### src/rtl/lpr_pkg.sv
// Shared definitions for the line pixel rasterizer.
// Request codes and the flag group passed from the setup and step logic to the top level.
package lpr_pkg;

  localparam logic REQ_START = 1'b0;
  localparam logic REQ_STEP  = 1'b1;

  typedef struct packed {
    logic diag;
    logic last;
  } lpr_flags_t;

endpackage

### src/rtl/lpr_setup.sv
// Line setup: deltas, major axis, start point and decision terms for a new line.
// Purely combinational; uses lpr_pkg for the flag group.
module lpr_setup import lpr_pkg::*; #(
  parameter int CoordBits = 11
) (
  input  logic [CoordBits-1:0] x_start,
  input  logic [CoordBits-1:0] y_start,
  input  logic [CoordBits-1:0] x_end,
  input  logic [CoordBits-1:0] y_end,
  output logic [CoordBits-1:0] first_x,
  output logic [CoordBits-1:0] first_y,
  output logic [CoordBits-1:0] major_end,
  output logic [CoordBits+1:0] decision,
  output logic [CoordBits+1:0] inc_straight,
  output logic [CoordBits+1:0] inc_diagonal,
  output logic                 minor_down,
  output logic                 x_major,
  output lpr_flags_t           flags
);

  logic [CoordBits-1:0] dx;
  logic [CoordBits-1:0] dy;
  logic [CoordBits-1:0] dmaj;
  logic [CoordBits-1:0] dmin;
  logic [CoordBits-1:0] end_minor;
  logic [CoordBits+1:0] twice_min;
  logic [CoordBits+1:0] twice_maj;

  always_comb begin
    dx = (x_end > x_start) ? x_end - x_start : x_start - x_end;
    dy = (y_end > y_start) ? y_end - y_start : y_start - y_end;
    x_major = dx > dy;
    if (x_major) begin
      dmaj = dx;
      dmin = dy;
      if (x_start > x_end) begin
        first_x   = x_end;
        first_y   = y_end;
        major_end = x_start;
        end_minor = y_start;
      end else begin
        first_x   = x_start;
        first_y   = y_start;
        major_end = x_end;
        end_minor = y_end;
      end
      minor_down = first_y > end_minor;
      flags.last = first_x == major_end;
    end else begin
      dmaj = dy;
      dmin = dx;
      if (y_start > y_end) begin
        first_x   = x_end;
        first_y   = y_end;
        major_end = y_start;
        end_minor = x_start;
      end else begin
        first_x   = x_start;
        first_y   = y_start;
        major_end = y_end;
        end_minor = x_end;
      end
      minor_down = first_x > end_minor;
      flags.last = first_y == major_end;
    end
    flags.diag   = 1'b0;
    twice_min    = {1'b0, dmin, 1'b0};
    twice_maj    = {1'b0, dmaj, 1'b0};
    inc_straight = twice_min;
    inc_diagonal = twice_min - twice_maj;
    decision     = twice_min - {2'b00, dmaj};
  end

endmodule

### src/rtl/lpr_step.sv
// Line step: advance one pixel along the major axis and update the decision term.
// Purely combinational; uses lpr_pkg for the flag group.
module lpr_step import lpr_pkg::*; #(
  parameter int CoordBits = 11
) (
  input  logic [CoordBits-1:0] cur_x,
  input  logic [CoordBits-1:0] cur_y,
  input  logic [CoordBits-1:0] major_end,
  input  logic [CoordBits+1:0] decision,
  input  logic [CoordBits+1:0] inc_straight,
  input  logic [CoordBits+1:0] inc_diagonal,
  input  logic                 minor_down,
  input  logic                 x_major,
  output logic [CoordBits-1:0] cur_x_next,
  output logic [CoordBits-1:0] cur_y_next,
  output logic [CoordBits+1:0] decision_next,
  output lpr_flags_t           flags
);

  logic [CoordBits-1:0] minor_step;

  always_comb begin
    flags.diag = ~decision[CoordBits+1];
    minor_step = minor_down ? {CoordBits{1'b1}} : {{(CoordBits-1){1'b0}}, 1'b1};
    cur_x_next = cur_x;
    cur_y_next = cur_y;
    if (x_major) begin
      cur_x_next = cur_x + {{(CoordBits-1){1'b0}}, 1'b1};
      if (flags.diag) begin
        cur_y_next = cur_y + minor_step;
      end
      flags.last = cur_x_next == major_end;
    end else begin
      cur_y_next = cur_y + {{(CoordBits-1){1'b0}}, 1'b1};
      if (flags.diag) begin
        cur_x_next = cur_x + minor_step;
      end
      flags.last = cur_y_next == major_end;
    end
    decision_next = decision + (flags.diag ? inc_diagonal : inc_straight);
  end

endmodule

### src/rtl/line_pixel_rasterizer.sv
// Bresenham line rasterizer, all octants, at most one pixel per request.
// A request is registered in the staging stage; its pixel is then registered at the output.
// Throughput: one request per cycle unless pix_ready stalls the output; set by the add and compare on line state.
// Step requests while no line is active produce no pixel and pass without waiting on the pixel output.
// Reset (rst, synchronous) empties both stages and leaves the rasterizer idle.
// Depends on lpr_pkg, lpr_setup and lpr_step.
module line_pixel_rasterizer import lpr_pkg::*; #(
  parameter int COORD_BITS = 11
) (
  input  logic                  clk,
  input  logic                  rst,
  input  logic                  req_valid,
  output logic                  req_ready,
  input  logic                  req_type,
  input  logic [COORD_BITS-1:0] x_start,
  input  logic [COORD_BITS-1:0] y_start,
  input  logic [COORD_BITS-1:0] x_end,
  input  logic [COORD_BITS-1:0] y_end,
  output logic                  pix_valid,
  input  logic                  pix_ready,
  output logic [COORD_BITS-1:0] pixel_x,
  output logic [COORD_BITS-1:0] pixel_y,
  output logic                  last_pixel
);

  localparam int DW = COORD_BITS + 2;

  logic                  stg_valid;
  logic                  stg_type;
  logic [COORD_BITS-1:0] stg_xs;
  logic [COORD_BITS-1:0] stg_ys;
  logic [COORD_BITS-1:0] stg_xe;
  logic [COORD_BITS-1:0] stg_ye;

  logic                  busy;
  logic [COORD_BITS-1:0] cur_x;
  logic [COORD_BITS-1:0] cur_y;
  logic [COORD_BITS-1:0] major_end;
  logic [DW-1:0]         decision;
  logic [DW-1:0]         inc_straight;
  logic [DW-1:0]         inc_diagonal;
  logic                  minor_down;
  logic                  x_major;

  logic [COORD_BITS-1:0] su_x;
  logic [COORD_BITS-1:0] su_y;
  logic [COORD_BITS-1:0] su_major_end;
  logic [DW-1:0]         su_decision;
  logic [DW-1:0]         su_inc_straight;
  logic [DW-1:0]         su_inc_diagonal;
  logic                  su_minor_down;
  logic                  su_x_major;
  lpr_flags_t            su_flags;

  logic [COORD_BITS-1:0] cur_x_next;
  logic [COORD_BITS-1:0] cur_y_next;
  logic [DW-1:0]         decision_next;
  lpr_flags_t            st_flags;

  logic                  is_start;
  logic                  produce;
  logic                  stg_fire;
  logic                  new_last;

  lpr_setup #(.CoordBits(COORD_BITS)) u_setup (
    .x_start      (stg_xs),
    .y_start      (stg_ys),
    .x_end        (stg_xe),
    .y_end        (stg_ye),
    .first_x      (su_x),
    .first_y      (su_y),
    .major_end    (su_major_end),
    .decision     (su_decision),
    .inc_straight (su_inc_straight),
    .inc_diagonal (su_inc_diagonal),
    .minor_down   (su_minor_down),
    .x_major      (su_x_major),
    .flags        (su_flags)
  );

  lpr_step #(.CoordBits(COORD_BITS)) u_step (
    .cur_x         (cur_x),
    .cur_y         (cur_y),
    .major_end     (major_end),
    .decision      (decision),
    .inc_straight  (inc_straight),
    .inc_diagonal  (inc_diagonal),
    .minor_down    (minor_down),
    .x_major       (x_major),
    .cur_x_next    (cur_x_next),
    .cur_y_next    (cur_y_next),
    .decision_next (decision_next),
    .flags         (st_flags)
  );

  assign is_start  = stg_type == REQ_START;
  assign produce   = stg_valid && (is_start || busy);
  assign stg_fire  = stg_valid && (!produce || !pix_valid || pix_ready);
  assign req_ready = !stg_valid || stg_fire;
  assign new_last  = is_start ? su_flags.last : st_flags.last;

  always_ff @(posedge clk) begin
    if (rst) begin
      stg_valid <= 1'b0;
    end else if (req_ready) begin
      stg_valid <= req_valid;
    end
    if (req_valid && req_ready) begin
      stg_type <= req_type;
      stg_xs   <= x_start;
      stg_ys   <= y_start;
      stg_xe   <= x_end;
      stg_ye   <= y_end;
    end
  end

  always_ff @(posedge clk) begin
    if (rst) begin
      busy         <= 1'b0;
      cur_x        <= '0;
      cur_y        <= '0;
      major_end    <= '0;
      decision     <= '0;
      inc_straight <= '0;
      inc_diagonal <= '0;
      minor_down   <= 1'b0;
      x_major      <= 1'b0;
    end else if (stg_fire && produce) begin
      busy <= !new_last;
      if (is_start) begin
        cur_x        <= su_x;
        cur_y        <= su_y;
        major_end    <= su_major_end;
        decision     <= su_decision;
        inc_straight <= su_inc_straight;
        inc_diagonal <= su_inc_diagonal;
        minor_down   <= su_minor_down;
        x_major      <= su_x_major;
      end else begin
        cur_x    <= cur_x_next;
        cur_y    <= cur_y_next;
        decision <= decision_next;
      end
    end
  end

  always_ff @(posedge clk) begin
    if (rst) begin
      pix_valid <= 1'b0;
    end else if (stg_fire && produce) begin
      pix_valid <= 1'b1;
    end else if (pix_ready) begin
      pix_valid <= 1'b0;
    end
    if (stg_fire && produce) begin
      pixel_x    <= is_start ? su_x : cur_x_next;
      pixel_y    <= is_start ? su_y : cur_y_next;
      last_pixel <= new_last;
    end
  end

  a_last_clears_busy: assert property (@(posedge clk) disable iff (rst)
    (stg_fire && produce && new_last) |=> !busy)
    else $error("line still active after its final pixel");

  a_busy_not_at_end: assert property (@(posedge clk) disable iff (rst)
    busy |-> (x_major ? (cur_x != major_end) : (cur_y != major_end)))
    else $error("line active with major coordinate at its end");

  a_idle_step_silent: assert property (@(posedge clk) disable iff (rst)
    (stg_fire && !produce && pix_valid && pix_ready) |=> !pix_valid)
    else $error("step request without active line produced a pixel");

  a_pixel_matches_state: assert property (@(posedge clk) disable iff (rst)
    (stg_fire && produce) |=> (pixel_x == cur_x && pixel_y == cur_y && last_pixel == !busy))
    else $error("presented pixel differs from line state");

endmodule
### config.mk
export PLATFORM = sky130hd
export DESIGN_NAME = line_pixel_rasterizer
export DESIGN_NICKNAME = d
export VERILOG_FILES = /design/src/rtl/lpr_pkg.sv /design/src/rtl/lpr_setup.sv /design/src/rtl/lpr_step.sv /design/src/rtl/line_pixel_rasterizer.sv
export SDC_FILE = /design/constraint.sdc
export NUM_CORES = 1
export LEC_CHECK = 0
export BUFFER_PORTS_ARGS = -buffer_cell sky130_fd_sc_hd__buf_2
export CORE_MARGIN = 5
export CORE_UTILIZATION = 56
export CTS_CLUSTER_SIZE = 16
export DETAILED_ROUTE_END_ITERATION = 8
export PLACE_DENSITY = 0.71
export SLEW_MARGIN = 20
export SYNTH_ARGS = -nofsm -noshare
export SYNTH_HDL_FRONTEND = slang
export SYNTH_SLANG_ARGS = --single-unit
export TNS_END_PERCENT = 30
### constraint.sdc
create_clock -name clk -period 8.1 [get_ports clk]
set_input_delay 1.215 -clock clk [delete_from_list [all_inputs] [get_ports clk]]
set_output_delay 1.215 -clock clk [all_outputs]
set_load 0.03 [all_outputs]
Word level (Yosys, flattened, before mapping)
Cells that the tools add are included.

storage, ports and cells
  logic and storage cells = 94
  register bits after elaboration = 143
  bits of input ports = 49
  output and inout bits = 25

operators by class
  bitwise logic cells = 1
  multiplexer cells = 38
  add/sub/neg operators = 11
  equal/unequal tests = 4
  $lt $le $gt $ge = 7
  reductions and logical operators = 14

operators by type and width
  cell                   number
  $mux 11                30
  $gt 11x11->1           7
  $eq 11x11->1           4
  $sub 11x11->11         4
  $mux 13                2
  $add 11x1->11 const B  2
  $add 11x11->11         2
  $add 13x13->13         1
  $sub 12x11->13         1
  $sub 12x12->13         1
  $mux 1                 6
  $logic_and 1x1->1      4
  $logic_not 1->1        4
  $logic_or 1x1->1       4
  $reduce_and 2->1       1
  $reduce_bool 2->1      1
  $not 1->1              1

Depth between registers and ports, before layout
  depth after elaboration = 9
  depth in mapped cells = 36
  gate-level depth less buffers = 33

Modules after synthesis
A second synthesis with hierarchy kept.

second synthesis, totals
  cell total of the unflattened synthesis = 1,610
  area, all modules = 13,217.7 um2

by module, submodules not included
  module                 times used  area each (um2)  sequential area each (um2)  cells each
  line_pixel_rasterizer  1           5,721.7          3,583.4                     473
  lpr_setup              1           4,888.4          0.0                         763
  lpr_step               1           2,607.5          0.0                         374

Worst setup path before layout
OpenSTA, ideal clock, no wires.

  path type = register to register
  from = reg stg_xs[9]
  to = reg decision[11]
  data required time = 7.978 ns
  setup time = 0.122 ns
  stages on the path, launching flop included = 33
  clock period less this slack = 7.380 ns
  slack = 0.720 ns
  data arrival time = 7.258 ns
  path buffers = 8
  cells stage by stage = edfxtp_1 > inv_1 > ha_1 > buf_6 > and4_1 > buf_6 > a221oi_2 > nor2_1 > o31a_1 > a2111oi_0 > and4b_1 > buf_2 > ha_1 > nand4_1 > a2111oi_0 > a2111o_2 > and2_0 > buf_2 > buf_1 > clkbuf_1 > buf_1 > clkbuf_1 > a21oi_1 > ha_1 > nand2_1 > o21a_1 > maj3_2 > a211o_1 > a22oi_4 > o41ai_4 > mux2i_1 > a41o_1 > a21oi_2

between the ends
  longest elaborated chain between the ends = 6
  elaborated cells between the ends (all ways) = 9
  those cells by class = add/sub: 3; order compare: 2; mux: 4

RTL lines
  element                                                line                          text
  start: declaration                                     line_pixel_rasterizer.sv:30   logic [COORD_BITS-1:0] stg_xs;
  start signal: assignment                               line_pixel_rasterizer.sv:110  stg_xs <= x_start;
  $sub 11x11->11 / $gt 11x11->1 (equally long branches)  lpr_setup.sv:30               dx = (x_end > x_start) ? x_end - x_start : x_start - x_end;
  $mux 11 (*)                                            lpr_setup.sv:30
  $gt 11x11->1                                           lpr_setup.sv:32               x_major = dx > dy;
  $mux 11 (*)                                            lpr_setup.sv:33               if (x_major) begin
  named net su_inc_straight[2]                           line_pixel_rasterizer.sv:49   logic [DW-1:0] su_inc_straight;
  $sub 12x11->13 (*)                                     lpr_setup.sv:71               decision = twice_min - {2'b00, dmaj};
  $mux 13 (*)                                            line_pixel_rasterizer.sv:130  if (is_start) begin
  end signal: assignment                                 line_pixel_rasterizer.sv:134  decision <= su_decision;
  end signal: assignment                                 line_pixel_rasterizer.sv:142  decision <= decision_next;
  end: declaration                                       line_pixel_rasterizer.sv:39   logic [DW-1:0] decision;

The timed path passes the listed nets; every way through them passes the cells marked *.
A chain may end at the register's enable or synchronous reset.

Final worst setup path
  from = reg stg_xs[9]
  to = reg decision[10]

Same word-level chain as after synthesis.

==> flow_summary.ini <==
[run_status]
status = finished clean

[grt]
grt_usage = 0.297
grt_max_degree = 71
grt_pass1_vias = 10300
overflow = 0
antenna_found_initial = 0
grt_first_pass_wirelength_um = 57700

[power]
p_per_area_nw_per_um2 = 266
total_leakage_power_nw = 5.45
ir_drop_mv = 0.157

[timing]
timing.final.max_slew_violations = 0
period_needed_ns = 7.50
rsz0062_at_grt = no
period_share = 0.926
fin_worst_skew_ns = 0.0115
worst_pin_slew_ns = 0.886
fmax_ghz = 0.133
finalSetupViolations = 0
fin_hold_ws_ns = 0.450
hold_viol_final = 0
tns_ns = 0
slew_headroom = 0.394

[clock_tree]
numCtsBuffers = 17
clock_latency_ns = 0.44
path_clk_slew_ns = 0.07
cts_root_buf = clkbuf_16
htree_levels = 4
clock_path_buffers = 2
clock_sinks = 141
cts_tree = yes

[layout]
mostFrequentLayoutCell = nand2_1
n_fill_cell = 2000
nets = 1717
areaGrowthSynthToFinish_pct = 9.24
n_antenna_cell = 0
final_cell_mix = nand2_1 (201), a21oi_1 (152), o21ai_0 (119)
drive_above_1_share = 0.128

[critical_path]
critPathRequiredTime_ns = 8.45
cp_max_fo = 10
cp.arrival_ns = 7.85
cpPeakStageDelay_ns = 0.47
crit_top_cell = inv_1
cp-end-kind = flop
worst-setup-path-type = reg2reg
cp_slowest_cell = a221oi_4
start_kind = flop

[logic_synthesis]
synthCells = 1534
synth_edf_count = 68
post-synth-top-area-fraction = 0.167
syn_avg_cell_area_um2 = 7.97
syn_area_um2 = 12200
yosysWarnings = 0
synthFlopType = dfxtp_1
synthTopCellsByArea = edfxtp_1 (17%), dfxtp_1 (12%), ha_1 (9.5%), a21oi_1 (6.4%), nand2_1 (6.2%)
synth_fp_nets = 1684
ys_types = 96
yosysSeqAreaShare = 0.287
synth-seq-cells = 141
yosysTopAreaCell = edfxtp_1
synth_async_sr_flop_share = 0

[die]
die_area_um2 = 24900
start_util = 0.565
die_h_um = 158
rows = 54
ios = 74
die_w_um = 158
core_area_um2 = 21600

[job]
maxCapViolCount = 0

[route]
drt_iter0_drc = 1281
viasPerCell = 6.21
finalWirelength_um = 36800
drtAntennaViolNets = 0
post-route-drc-count = 0
first_pass_iters = 5
wl_per_cell_um = 19.8
via_count = 11600

[place]
dpl.hpwl_um = 27600
port-buffer-count = 73
gp_congestion = 0.981

[worst_hold_path]
hold_path_class = reg2reg
state kept, by name (all words and copies together), names as in the netlist, 11 cells and up:
signal	cells
stg_ys	11
stg_ye	11
cur_x	11
cur_y	11
inc_diagonal	12
pixel_y	11
pixel_x	11
decision	12
stg_xs	11
inc_straight	11
stg_xe	11
major_end	11
Yosys cell counts, drive strengths merged (22+ instances only):
cell    instances
o211ai         37
clkbuf         50
edfxtp         68
nor2          107
xnor2          42
nand2         205
o21ai         131
ha             93
dfxtp          73
nor3           37
xor2           30
and3           22
inv           108
mux2i          22
a21oi         163
nand3          45
buf            30
where the power goes:
group / internal (W) / total [W] / switching, W
registers: 0.000804 / 0.000843 / 0.0000390
logic: 0.000711 / 0.00192 / 0.00121
clock network: 0.000410 / 0.000778 / 0.000368
total: 0.00192 / 0.00354 / 0.00162
through the flow:
| step | cells | area [um^2] | setup slack [ns] | power (W) | util |
|---|---|---|---|---|---|
| 2_1_floorplan | 1534 | 12200 | 0.720 | 0.00229 | - |
| 3_3_place_gp | 1825 | 12700 | 0.927 | 0.00272 | 0.588 |
| 3_5_place_dp | 1825 | 12700 | 0.686 | 0.00274 | 0.588 |
| 4_1_cts | 1857 | 13300 | 0.596 | 0.00352 | 0.614 |
| 5_1_grt | 1860 | 13300 | 0.0242 | 0.00377 | 0.617 |
| 6_report | 1860 | 13300 | 0.596 | 0.00354 | 0.617 |
cell type report:
cell class	count	area, um^2	area share
tap	280	350	0.0262
multi-input combinational	1205	8010	0.600
timing repair buffer	94	523	0.0392
sequential	141	3500	0.262
clock buffer	18	439	0.0329
inverter	108	405	0.0304
clock inverter	14	116	0.00872
per-layer routing:
metal  wire length [um]  GRT usage  share of wire  up-vias
met5                  0          0              0        -
met1              17000      0.441           0.46     5384
met3               2950     0.0544          0.080       70
met2              15500      0.426           0.42      472
met4               1370      0.116          0.037        0
li1                   -          -              -     5628
critical path, delay by kind of cell (launching register included):
family	cells	cell delay, ns
AO/OA/AOI/OAI	12	3.53
AND/OR/NAND/NOR	6	1.40
adder cells (fa/ha/maj)	3	1.32
flip-flops	1	0.44
multiplexers	1	0.32
buffers and inverters	3	0.31
XOR/XNOR	1	0.08
cell families after synthesis:
kind of cell,count (synthesis),synth area share
simple gates,501,0.195
compound gates,495,0.262
buf+inv,188,0.0642
mux,35,0.0303
flops,141,0.287
xor+xnor,72,0.0522
fa+ha+maj,102,0.109
path summary, 6_finish.rpt:
check | from | end | slack [ns] | cells after the start
min | inc_diagonal[7]$_SDFFE_PP0P_ | inc_diagonal[7]$_SDFFE_PP0P_ | 0.45 | 2
min reg2reg | inc_diagonal[7]$_SDFFE_PP0P_ | inc_diagonal[7]$_SDFFE_PP0P_ | 0.45 | 2
max | stg_xs[9]$_DFFE_PP_ | decision[10]$_SDFFE_PP0P_ | 0.60 | 26
max reg2reg | stg_xs[9]$_DFFE_PP_ | decision[10]$_SDFFE_PP0P_ | 0.60 | 26
timing repair:
| item | in CTS | in global routing |
|---|---|---|
| setup endpoints to repair | 0 | 4 |
| resized for setup | 0 | 11 |
| hold buffers | 0 | 0 |
| setup buffers | 0 | 3 |
Note: power is estimated with default switching activity, not from simulation.
